--- src/mep_pkg.sv ---
// Shared types, constants and helper functions for the escape-time pixel core.
// Used by the channel interfaces, the controller, the datapath and the top level.
package mep_pkg;

  // Fixed-point format and coordinate range.
  localparam int COORD_BITS = 12;
  localparam int FRAC_BITS  = 28;

  // Field widths of the channels and the configuration port.
  localparam int PIX_W    = 12;
  localparam int GRAY_W   = 8;
  localparam int ITER_W   = 16;
  localparam int CFG_W    = 32;
  localparam int CFG_IDX_W = 2;
  localparam int STEP_W   = 31;
  localparam int MOD_W    = 7;

  typedef logic [CFG_IDX_W-1:0] cfg_idx_t;

  // Configuration register indexes.
  localparam cfg_idx_t REG_ORIGIN_RE = 2'd0;
  localparam cfg_idx_t REG_ORIGIN_IM = 2'd1;
  localparam cfg_idx_t REG_STEP      = 2'd2;
  localparam cfg_idx_t REG_MAX_ITER  = 2'd3;

  // Reset values: origin at (-250/150, -150/150), one pixel is 1/150.
  localparam logic signed [CFG_W-1:0] ORE_RESET =
    CFG_W'(-(((longint'(250) <<< FRAC_BITS) + 75) / 150));
  localparam logic signed [CFG_W-1:0] OIM_RESET =
    CFG_W'(-((longint'(150) <<< FRAC_BITS) / 150));
  localparam logic [STEP_W-1:0] STEP_RESET =
    STEP_W'(((longint'(1) <<< FRAC_BITS) + 75) / 150);
  localparam logic [ITER_W-1:0] LIMIT_RESET = ITER_W'(1000);

  // Escape bound |z|^2 >= 4 in the double-precision product format.
  localparam logic [63:0] ESCAPE_SQ = 64'(1) << (2 * FRAC_BITS + 2);

  // Gray scale: ((m * 255) / 100) for m below 100, done by a reciprocal.
  localparam int GRAY_PERIOD = 100;
  localparam int GRAY_SHIFT  = 22;
  localparam int GRAY_RECIP  = 255 * (((1 << GRAY_SHIFT) / GRAY_PERIOD) + 1);

  // Commands from the controller to the datapath.
  typedef struct packed {
    logic load;    // latch the pixel of an accepted beat
    logic init;    // form c and seed z = c
    logic mult;    // register the three products of z
    logic update;  // take z*z + c and count one iteration
    logic finish;  // load the result register
  } mep_cmd_t;

  // Status from the datapath to the controller.
  typedef struct packed {
    logic at_limit;  // iteration count equals the limit
    logic escape;    // registered |z|^2 has reached the bound
  } mep_sts_t;

  // Clamp a wide signed value to the signed 32-bit range.
  function automatic logic signed [CFG_W-1:0] sat32(input logic signed [63:0] v);
    logic signed [63:0] hi;
    logic signed [63:0] lo;
    hi = 64'sh0000_0000_7FFF_FFFF;
    lo = -64'sh0000_0000_8000_0000;
    if (v > hi) begin
      return 32'sh7FFF_FFFF;
    end else if (v < lo) begin
      return 32'sh8000_0000;
    end
    return v[CFG_W-1:0];
  endfunction

  // Gray level of a count already reduced modulo the period.
  function automatic logic [GRAY_W-1:0] gray_of(input logic [MOD_W-1:0] m);
    logic [31:0] p;
    p = 32'(m) * 32'(GRAY_RECIP);
    return p[GRAY_SHIFT +: GRAY_W];
  endfunction

endpackage

--- src/mep_ctrl.sv ---
// Controller state machine of the escape-time core: sequences one pixel
// through seed, multiply and update steps. Depends on mep_pkg.
module mep_ctrl (
  input  logic              clk,
  input  logic              rst_n,
  input  logic              in_valid,
  output logic              in_ready,
  input  logic              out_ready,
  output logic              out_valid,
  input  mep_pkg::mep_sts_t sts_i,
  output mep_pkg::mep_cmd_t cmd_o
);
  import mep_pkg::*;

  localparam logic [2:0] ST_IDLE = 3'd0;
  localparam logic [2:0] ST_INIT = 3'd1;
  localparam logic [2:0] ST_MUL  = 3'd2;
  localparam logic [2:0] ST_UPD  = 3'd3;
  localparam logic [2:0] ST_DONE = 3'd4;

  logic [2:0] state_r, state_nxt;
  logic       out_valid_r, out_valid_nxt;

  // Next state and command decode.
  always_comb begin
    state_nxt     = state_r;
    cmd_o         = '0;
    out_valid_nxt = out_valid_r && !out_ready;
    unique case (state_r)
      ST_IDLE: begin
        if (in_valid) begin
          cmd_o.load = 1'b1;
          state_nxt  = ST_INIT;
        end
      end
      ST_INIT: begin
        cmd_o.init = 1'b1;
        state_nxt  = ST_MUL;
      end
      ST_MUL: begin
        if (sts_i.at_limit) begin
          state_nxt = ST_DONE;
        end else begin
          cmd_o.mult = 1'b1;
          state_nxt  = ST_UPD;
        end
      end
      ST_UPD: begin
        if (sts_i.escape) begin
          state_nxt = ST_DONE;
        end else begin
          cmd_o.update = 1'b1;
          state_nxt    = ST_MUL;
        end
      end
      ST_DONE: begin
        // The result register takes the beat once it is empty or being drained.
        if (!out_valid_r || out_ready) begin
          cmd_o.finish  = 1'b1;
          out_valid_nxt = 1'b1;
          state_nxt     = ST_IDLE;
        end
      end
      default: begin
        state_nxt = ST_IDLE;
      end
    endcase
  end

  // State and output valid registers.
  always_ff @(posedge clk) begin
    if (!rst_n) begin
      state_r     <= ST_IDLE;
      out_valid_r <= 1'b0;
    end else begin
      state_r     <= state_nxt;
      out_valid_r <= out_valid_nxt;
    end
  end

  assign in_ready  = (state_r == ST_IDLE);
  assign out_valid = out_valid_r;

  // A loaded result is presented on the next cycle.
  a_finish_valid: assert property (@(posedge clk) disable iff (!rst_n)
    cmd_o.finish |=> out_valid_r)
    else $error("result register loaded but output valid not raised");

  // An escape ends the iteration loop.
  a_escape_done: assert property (@(posedge clk) disable iff (!rst_n)
    (state_r == ST_UPD && sts_i.escape) |=> (state_r == ST_DONE))
    else $error("escape did not end the iteration loop");

  // Reaching the limit ends the iteration loop.
  a_limit_done: assert property (@(posedge clk) disable iff (!rst_n)
    (state_r == ST_MUL && sts_i.at_limit) |=> (state_r == ST_DONE))
    else $error("iteration limit did not end the loop");

  // Output valid rises only out of the completion state.
  a_valid_src: assert property (@(posedge clk) disable iff (!rst_n)
    $rose(out_valid_r) |-> ($past(state_r) == ST_DONE))
    else $error("output valid raised outside completion");

endmodule

--- config.mk ---
export PLATFORM = sky130hd
export DESIGN_NAME = mep_ctrl
export DESIGN_NICKNAME = d
export VERILOG_FILES = /design/src/mep_pkg.sv /design/src/mep_ctrl.sv
export SDC_FILE = /design/constraint.sdc
export NUM_CORES = 1
export LEC_CHECK = 0
export CAP_MARGIN = 10
export CORE_AREA = 8 8 45 47
export DETAILED_ROUTE_END_ITERATION = 10
export DIE_AREA = 0 0 53 55
export DONT_BUFFER_PORTS = 1
export PLACE_DENSITY = 0.32
export RECOVER_POWER = 50
export SLEW_MARGIN = 10
export SYNTH_ARGS = -nofsm -noshare
export SYNTH_HDL_FRONTEND = slang
export SYNTH_SLANG_ARGS = --single-unit
--- constraint.sdc ---
create_clock -name clk -period 1.3 [get_ports clk]
set_input_delay 0.13 -clock clk [delete_from_list [all_inputs] [get_ports clk]]
set_output_delay 0.13 -clock clk [all_outputs]
set_load 0.02 [all_outputs]
* Word-level counts from Yosys, hierarchy flattened
Index checks and enable logic that the tools add are counted.
** Storage, ports and cells
- Word-level logic and storage cells :: 30
- Flip-flop bits (word level) :: 4
- Input bits :: 6
- Output and inout bits :: 7
** Operators by class
- Eq/ne operators :: 6
- Reduce and logical (&&, ||, !) cells :: 6
- Multiplexer cells :: 16
** Operator list (count)
- $pmux W3 S5 :: 1
- $mux W3 :: 4
- $mux W1 :: 11
- $eq A3 B2 Y1 const B :: 2
- $ne A2 B2 Y1 const B :: 2
- $eq A3 B1 Y1 const B :: 1
- $eq A3 B3 Y1 const B :: 1
- $logic_not A3 Y1 :: 1
- $logic_not A1 Y1 :: 2
- $reduce_and A2 Y1 :: 1
- $logic_and A1 B1 Y1 :: 1
- $logic_or A1 B1 Y1 :: 1

* Longest topological paths before layout
Gate-level depths: netlist (run 1).
- Depth in word-level cells :: 4
- Gate-level depth with buffers :: 3
- Mapped depth without buffers :: 2

* Worst setup path before layout (run 1)
No wires, ideal clock.
- Kind :: register -> output
- Start :: register state_r[0]
- End :: output port cmd_o[1] in the netlist's numbering
- Data required time :: 1.170 ns
- Setup slack :: -0.120 ns
- Arrival time :: 1.290 ns
- Cell stages (with the launch flop) :: 4
- Buffers on the path :: 1
- Path through :: dfxtp_1 buf_6 inv_1 nor4b_1
** RTL lines
- start, declared :: RTL line mep_ctrl.sv:21 : logic [2:0] state_r, state_nxt;
- start signal, assigned :: RTL line mep_ctrl.sv:76 : state_r <= state_nxt;
- end, declared :: RTL line mep_ctrl.sv:11 : output mep_pkg::mep_cmd_t cmd_o

==> flow_metrics.env, run 1 <==
export IMPL_status="finished, final reports clean"
export IMPL_via_per_inst=4.44
export IMPL_synthAdderAreaFrac_pct=0
export IMPL_dieArea_um2=2920
export IMPL_r2r_start="state_r[0]"
export IMPL_cts_root_buf="clkbuf_4"
export IMPL_grt_pass1_wl_um=1100
export IMPL_coreArea_um2=1380
export IMPL_leakagePower_nw=0.162
export IMPL_rsz0062_at_grt="yes"
export IMPL_track_usage_pct=5.79
export IMPL_syn_area_um2=275
export IMPL_dr_pass1_iters=1
export IMPL_fin_crit_sh_pct=94.2
export IMPL_layout_nets=44
export IMPL_synth_async_reset_ratio_pct=0
export IMPL_synthMuxAreaShare_pct=4.09
export IMPL_synth_compound_area_share_pct=21.8
export IMPL_clk_pin_slew_worst_paths_ps=40
export IMPL_path_max_fanout=8
export IMPL_min_period_ps=1220
export IMPL_synth_simple_area_share_pct=35.5
export IMPL_cts_sinks=4
export IMPL_setup_violations=0
export IMPL_dpl_hpwl_um=534
export IMPL_gr_total_overflow=0
export IMPL_antenna_found_initial=0
export IMPL_tritoncts="yes"
export IMPL_net_switching_power_uw=99.7
export IMPL_crit_start="state_r[0]"
export IMPL_grt_max_degree=9
export IMPL_synth_top_family_by_area="simple AND/OR/NAND/NOR gates"
export IMPL_worstSetupEndpoint="cmd_o[0]"
export IMPL_path_class="reg2out"
export IMPL_irDropWorstVdd_uv=439
export IMPL_critPathArrivalTime_ps=1090
export IMPL_route_detailed_drc=0
export IMPL_dp_cells=48
export IMPL_crit_path_top_delay_cell="dfxtp_4"
export IMPL_yosysWarnings=0
export IMPL_max_clock_path_buffers=2
export IMPL_syn_avg_cell_area_um2=11.0
export IMPL_crit_path_end_kind="output pin"
export IMPL_nFillCells=149
export IMPL_cp_buffers_inverters=1
export IMPL_layout_drive_gt1_share_pct=66.7
export IMPL_die_h_um=55
export IMPL_regToRegEndpoint="state_r[2]"
export IMPL_ff2ff_setup_slack_ps=260
export IMPL_clock_fmax_ghz=0.816
export IMPL_ff2ff_path_depth=2
export IMPL_areaGrowthSynthToFinish_pct=47.7
export IMPL_slew_headroom_pct=77.9
export IMPL_worst_slew_pin_slew_ps=330
export IMPL_synth_edf_count=0
export IMPL_crit_path_start_kind="flip-flop"
export IMPL_clk_latency_ps=230
export IMPL_path_depth=3
export IMPL_yosysTopAreaCellShare_pct=29.1
export IMPL_min_delay_path_class="in2reg"
export IMPL_fin_util_pct=29.4
export IMPL_synth_xor_area_share_pct=0
export IMPL_totalWireLength_um=664
export IMPL_critPathRequiredTime_ps=1170
export IMPL_dp_slack_ps=109
export IMPL_fin_ws_ps=75.1
export IMPL_crit_chain="nor3b_2 > nor2b_4 > buf_6"
export IMPL_core_rowCount=14
export IMPL_gp_congestion=0.656
export IMPL_yosysUniqueCellTypes=16
export IMPL_syn_num_nets=31
export IMPL_boundaryPins=13
export IMPL_p_seq_share_pct=37.6
export IMPL_drt_iter0_markers=0
export IMPL_synth_seq_cells=4
export IMPL_hold_viol=0
export IMPL_synthFlopType="dfxtp_1"
export IMPL_power_density_nw_per_um2=934
export IMPL_synth_common_cells="dfxtp_1, nor3_1, inv_1, nand2b_4, nor2b_1"
export IMPL_antenna_left=0
export IMPL_die_w_um=53
export IMPL_internal_power_uw=280
export IMPL_netlist_top_cell_by_area="dfxtp_1"
export IMPL_vias=231
export IMPL_wire_per_inst_um=12.8
export IMPL_final_max_slew_viol_count=0
export IMPL_htree_levels=1
export IMPL_portBuffers=0
export IMPL_cpLargestDelayFamily="simple AND/OR/NAND/NOR gates"
export IMPL_synth_area_leaders="dfxtp_1, a2111oi_4, nand2b_4"
export IMPL_start_util_pct=19.9
export IMPL_finClkSkew_ps=1.69
export IMPL_syn_inst=25
export IMPL_grt_pass1_vias=262
export IMPL_combPwrFrac_pct=23.3
export IMPL_cts_buffers=3
export IMPL_diodes=0
export IMPL_final_cells=52
export IMPL_cap_violations=0
export IMPL_switching_share_pct=26.3
export IMPL_p_clk_share_pct=39.1
export IMPL_yosysSeqAreaShare_pct=29.1
export IMPL_slowest_delay_ps=360
-- layout by cell type, fill, tap and decap left out, types with 2 or more instances in the layout --
cell type,netlist,layout
nand2b_4,2,2
nor3_1,4,4
clkbuf_4,0,3
buf_6,1,2
buf_4,1,7
inv_1,2,2
dfxtp_2,0,2
-- worst reg2reg max path: cells and delay by family (launching register included) --
kind,cells,cell delay [ps]
AO/OA/AOI/OAI,1,190
flip-flops,1,380
multiplexers,1,350
-- power groups by stage --
stage | Combinational [mW] | Sequential [mW] | Clock (mW)
after detailed placement | 0.0852 | 0.144 | 0
after CTS | 0.0864 | 0.143 | 0.159
after global placement | 0.0849 | 0.144 | 0
after global routing | 0.0955 | 0.145 | 0.176
after floorplan | 0.0662 | 0.138 | 0
final | 0.0884 | 0.143 | 0.148
-- how the worst min path moves through the flow --
stage,endpoint,start,cells past startpoint
finish,out_valid,rst_n,1
global route,out_valid,rst_n,1
CTS,out_valid,rst_n,1
detailed placement,out_valid,rst_n,1
global placement,out_valid,rst_n,1
floorplan,out_valid,rst_n,1
-- layer usage --
| layer | part of all wire, % | GRT usage (%) | wire length (µm) | vias up |
|---|---|---|---|---|
| li1 | - | - | - | 114 |
| met1 | 39 | 5.02 | 260 | 105 |
| met2 | 46 | 7.62 | 304 | 10 |
| met3 | 12 | 5.08 | 79 | 2 |
| met4 | 2.9 | 6.47 | 19 | 0 |
| met5 | 0 | 0 | 0 | - |
-- metrics by stage --
| step | area (µm²) | power [mW] | TNS (ps) | hold WS, ps |
|---|---|---|---|---|
| 2_1_floorplan | 282 | 0.204 | 0 | 248 |
| 3_3_place_gp | 350 | 0.229 | 0 | 256 |
| 3_5_place_dp | 350 | 0.229 | 0 | 253 |
| 4_1_cts | 385 | 0.388 | 0 | 7.59 |
| 5_1_grt | 407 | 0.416 | -5.73 | 21.2 |
| 6_report | 407 | 0.380 | 0 | 16.7 |
-- kinds of logic (layout without fill, tap and decap cells) --
kind of cell,count (synthesis),count (layout)
compound gates,4,4
buf+inv,4,15
flops,4,4
mux,1,1
simple gates,12,12
-- cell type report --
class	count	area (µm²)	area share, %
Sequential cell	4	86.3	21.2
Inverter	2	7.51	1.85
Clock buffer	3	22.5	5.54
Tap cell	16	20.0	4.92
Timing Repair Buffer	10	78.8	19.4
Multi-Input combinational cell	17	191	47.1
-- repair_timing --
action / 4_1_cts / 5_1_grt
setup endpoints to repair: 4 / 2
setup buffers: 1 / 0
pin swaps: 1 / 2
hold buffers: 0 / 0
resized for setup: 3 / 6
-- registers in the layout, indices dropped and copies added, names as in the netlist --
name and count:
out_valid 1, state_r 3
No activity file was read; power rests on OpenSTA's default activity.
==> run 2, diff against run 1 <==
PLACE_DENSITY = 0.38   (was 0.32)
==> flow_metrics.env, run 2 (same netlist as run 1, synthesis figures left out) <==
export IMPL_max_clock_path_buffers=2
export IMPL_totalWireLength_um=644
export IMPL_dp_slack_ps=91.3
export IMPL_p_seq_share_pct=37.5
export IMPL_setup_violations=0
export IMPL_cts_root_buf="clkbuf_4"
export IMPL_min_period_ps=1220
export IMPL_boundaryPins=13
export IMPL_grt_pass1_vias=240
export IMPL_cts_sinks=4
export IMPL_grt_max_degree=9
export IMPL_seq_area_um2=88.8
export IMPL_final_cells=52
export IMPL_dieArea_um2=2920
export IMPL_p_clk_share_pct=39.7
export IMPL_tritoncts="yes"
export IMPL_postPlaceCellArea_um2=343
export IMPL_clock_fmax_ghz=0.817
export IMPL_combPwrFrac_pct=22.8
export IMPL_path_max_fanout=7
export IMPL_power_density_nw_per_um2=956
export IMPL_crit_path_end_kind="output pin"
export IMPL_coreArea_um2=1380
export IMPL_status="finished, final reports clean"
export IMPL_fin_crit_sh_pct=94.2
export IMPL_clk_latency_ps=230
export IMPL_areaGrowthSynthToFinish_pct=44.5
export IMPL_antenna_found_initial=0
export IMPL_htree_levels=1
export IMPL_nFillCells=153
export IMPL_grt_pass1_wl_um=1170
export IMPL_final_max_slew_viol_count=0
export IMPL_internal_power_uw=278
export IMPL_dpl_hpwl_um=503
export IMPL_start_util_pct=19.9
export IMPL_min_delay_path_class="in2reg"
export IMPL_largest_reg_flops=3
export IMPL_gp_congestion=0.647
export IMPL_die_h_um=55
export IMPL_die_w_um=53
export IMPL_layout_nets=44
export IMPL_net_switching_power_uw=102
export IMPL_path_class="reg2out"
export IMPL_route_detailed_drc=0
export IMPL_layout_drive_gt1_share_pct=69.4
export IMPL_antenna_left=0
export IMPL_drt_iter0_markers=6
export IMPL_finClkSkew_ps=0.870
export IMPL_track_usage_pct=5.73
export IMPL_slew_headroom_pct=83.2
export IMPL_fin_ws_ps=75.6
export IMPL_via_per_inst=4.46
export IMPL_multi_input_area_um2=184
export IMPL_gr_total_overflow=0
export IMPL_cts_buffers=3
export IMPL_wire_per_inst_um=12.4
export IMPL_critPathArrivalTime_ps=1090
export IMPL_regMostFlops="state_r"
export IMPL_leakagePower_nw=0.159
export IMPL_clk_pin_slew_worst_paths_ps=40
export IMPL_worst_slew_pin_slew_ps=254
export IMPL_final_common_cell="buf_4"
export IMPL_portBuffers=0
export IMPL_critPathRequiredTime_ps=1170
export IMPL_irDropWorstVdd_uv=262
export IMPL_dr_pass1_iters=3
export IMPL_hold_viol=0
export IMPL_dp_cells=47
export IMPL_crit_path_start_kind="flip-flop"
export IMPL_vias=232
export IMPL_cap_violations=0
export IMPL_fin_area_um2=398
export IMPL_diodes=0
export IMPL_power_uw=380
export IMPL_core_rowCount=14
export IMPL_switching_share_pct=26.8
export IMPL_final_cell_mix="buf_4, nor3_1, clkbuf_4"
run 2: power by group through the flow:
stage	Sequential, mW	Clock [mW]	Combinational, mW
CTS	0.142	0.162	0.0832
detailed placement	0.143	0	0.0817
global route	0.144	0.172	0.0954
finish	0.143	0.151	0.0869
global placement	0.143	0	0.0818
floorplan	0.138	0	0.0662
run 2: through the flow:
stage          utilization [%]  hold slack [ps]  TNS [ps]
3_3_place_gp              24.8              250         0
6_report                  28.8             15.9         0
4_1_cts                   27.3             4.86         0
2_1_floorplan                -              248         0
3_5_place_dp              24.8              259         0
5_1_grt                   28.8             12.2    -0.805
run 2: layer usage:
metal | part of all wire (%) | GRT usage [%] | wire length [µm] | up-vias
met5 | 0 | 0 | 0 | -
met4 | 0 | 5.17 | 0 | 0
met3 | 21 | 5.61 | 135 | 0
met2 | 40 | 7.03 | 260 | 13
met1 | 39 | 5.46 | 248 | 104
li1 | - | - | - | 115
run 2: cell type report:
type / count / share of cell area [%]
multi-input combinational: 17 / 46.2
sequential: 4 / 22.3
timing repair buffer: 10 / 18.9
clock buffer: 3 / 5.66
tap: 16 / 5.03
inverter: 2 / 1.89
run 2: critical path, cell delays in order, from the launching register on:
cell,delay [ps]
dfxtp_2,320
buf_6,130
nor4b_2,230
buf_4,180
run 2: path summary, 6_finish.rpt:
| path | start | end | slack (ps) | cells past startpoint |
|---|---|---|---|---|
| worst min-delay path | rst_n | out_valid | 20 | 1 |
| worst max-delay path | state_r[2] | cmd_o[1] | 80 | 3 |
| worst min register to register | state_r[2] | state_r[1] | 560 | 2 |
| worst max register to register | state_r[0] | state_r[2] | 260 | 2 |
run 2: repair_timing:
| item | in CTS | in global routing |
|---|---|---|
| resized for setup | 4 | 5 |
| buffers inserted | 1 | 1 |
| setup endpoints to repair | 4 | 2 |
| pin swaps | 1 | 2 |
| hold buffers | 0 | 0 |
==> run 3, diff against run 2 <==
HOLD_SLACK_MARGIN = 0.06   (was unset)
==> flow_metrics.env, run 3 (same netlist as run 1, synthesis figures left out) <==
export IMPL_nFillCells=151
export IMPL_areaGrowthSynthToFinish_pct=51.8
export IMPL_fin_util_pct=30.2
export IMPL_fin_crit_sh_pct=94.2
export IMPL_track_usage_pct=5.90
export IMPL_cts_sinks=4
export IMPL_core_rowCount=14
export IMPL_cts_buffers=3
export IMPL_path_max_fanout=7
export IMPL_path_class="reg2out"
export IMPL_portBuffers=0
export IMPL_crit_path_end_kind="output pin"
export IMPL_final_common_cell="buf_4"
export IMPL_final_cell_mix="buf_4, nor3_1, clkbuf_4"
export IMPL_grt_max_degree=9
export IMPL_regMostFlops="state_r"
export IMPL_p_clk_share_pct=39.1
export IMPL_setup_violations=0
export IMPL_power_density_nw_per_um2=926
export IMPL_critPathArrivalTime_ps=1090
export IMPL_route_detailed_drc=0
export IMPL_dieArea_um2=2920
export IMPL_status="finished, final reports clean"
export IMPL_cts_root_buf="clkbuf_4"
export IMPL_boundaryPins=13
export IMPL_switching_share_pct=27.0
export IMPL_antenna_found_initial=0
export IMPL_layout_drive_gt1_share_pct=65.8
export IMPL_diodes=0
export IMPL_worst_slew_pin_slew_ps=254
export IMPL_totalWireLength_um=654
export IMPL_crit_path_start_kind="flip-flop"
export IMPL_slowest_delay_ps=320
export IMPL_htree_levels=1
export IMPL_final_max_slew_viol_count=0
export IMPL_holdWs_ps=84.0
export IMPL_max_clock_path_buffers=2
export IMPL_leakagePower_nw=0.168
export IMPL_min_period_ps=1220
export IMPL_internal_power_uw=282
export IMPL_gp_congestion=0.647
export IMPL_dr_pass1_iters=3
export IMPL_grt_pass1_wl_um=1210
export IMPL_die_w_um=53
export IMPL_wire_per_inst_um=12.1
export IMPL_layout_nets=46
export IMPL_clock_fmax_ghz=0.817
export IMPL_antenna_left=0
export IMPL_irDropWorstVdd_uv=276
export IMPL_vias=235
export IMPL_combPwrFrac_pct=24.0
export IMPL_critPathRequiredTime_ps=1170
export IMPL_net_switching_power_uw=105
export IMPL_crit_path_top_delay_cell="dfxtp_2"
export IMPL_coreArea_um2=1380
export IMPL_gr_total_overflow=0
export IMPL_crit_chain="buf_6 > nor4b_2 > buf_4"
export IMPL_die_h_um=55
export IMPL_min_delay_path_class="in2reg"
export IMPL_largest_reg_flops=3
export IMPL_start_util_pct=19.9
export IMPL_clk_latency_ps=230
export IMPL_cap_violations=0
export IMPL_finClkSkew_ps=0.691
export IMPL_grt_pass1_vias=245
export IMPL_p_seq_share_pct=36.9
export IMPL_drt_iter0_markers=6
export IMPL_dpl_hpwl_um=503
export IMPL_hold_viol=0
export IMPL_clk_pin_slew_worst_paths_ps=40
export IMPL_slew_headroom_pct=83.2
export IMPL_tritoncts="yes"
export IMPL_via_per_inst=4.35
-- run 3: cell types whose count changed in the layout (fill, tap and decap cells not counted), sizes merged --
cell         delta
dlygate4sd3     +2
-- run 3: what timing repair did --
action	in CTS	in global routing
resized for setup	4	5
pin swaps	1	2
endpoints found under the setup margin	4	2
setup buffers	1	1
hold endpoints to repair	3	0
hold buffers	2	0
-- run 3: layout make-up --
cell class                      count  area, µm²  share of cell area [%]
Multi-Input combinational cell     17        184                    44.0
Timing Repair Buffer               12       95.1                    22.8
Sequential cell                     4       88.8                    21.3
Clock buffer                        3       22.5                    5.39
Tap cell                           16       20.0                    4.79
Inverter                            2       7.51                    1.80
-- run 3: final timing paths --
check / startpoint / to / slack [ps] / depth (start not counted)
worst max-delay path: state_r[2] / cmd_o[1] / 80 / 3
worst min-delay path: rst_n / state_r[1] / 80 / 2
worst max register to register: state_r[0] / state_r[2] / 260 / 2
worst min register to register: state_r[2] / state_r[1] / 550 / 2
-- run 3: power by group through the flow --
stage	Clock (mW)	Sequential (mW)	Combinational, mW
2_1_floorplan	0	0.138	0.0662
3_3_place_gp	0	0.143	0.0818
3_5_place_dp	0	0.143	0.0817
4_1_cts	0.162	0.142	0.0893
5_1_grt	0.172	0.144	0.102
6_report	0.151	0.143	0.0930
-- run 3: through the flow --
step	cell area [µm²]	TNS [ps]	instances	power [mW]	setup slack, ps
CTS	398	0	53	0.394	29.5
floorplan	282	0	25	0.204	143
finish	418	0	54	0.387	75.9
global route	418	-0.805	54	0.418	-0.805
global placement	343	0	47	0.225	123
detailed placement	343	0	47	0.225	91.3
-- run 3: critical path, delay by kind of cell (launching register included) --
kind / cells / cell delay, ps
flip-flops: 1 / 320
buffers and inverters: 2 / 310
AND/OR/NAND/NOR: 1 / 230
-- run 3: metal layers --
metal / part of all wire, % / vias to the layer above / GRT usage [%]
li1: - / 119 / -
met1: 42 / 103 / 6.22
met2: 39 / 13 / 7.03
met3: 19 / 0 / 5.08
met4: 0 / 0 / 5.17
met5: 0 / - / 0
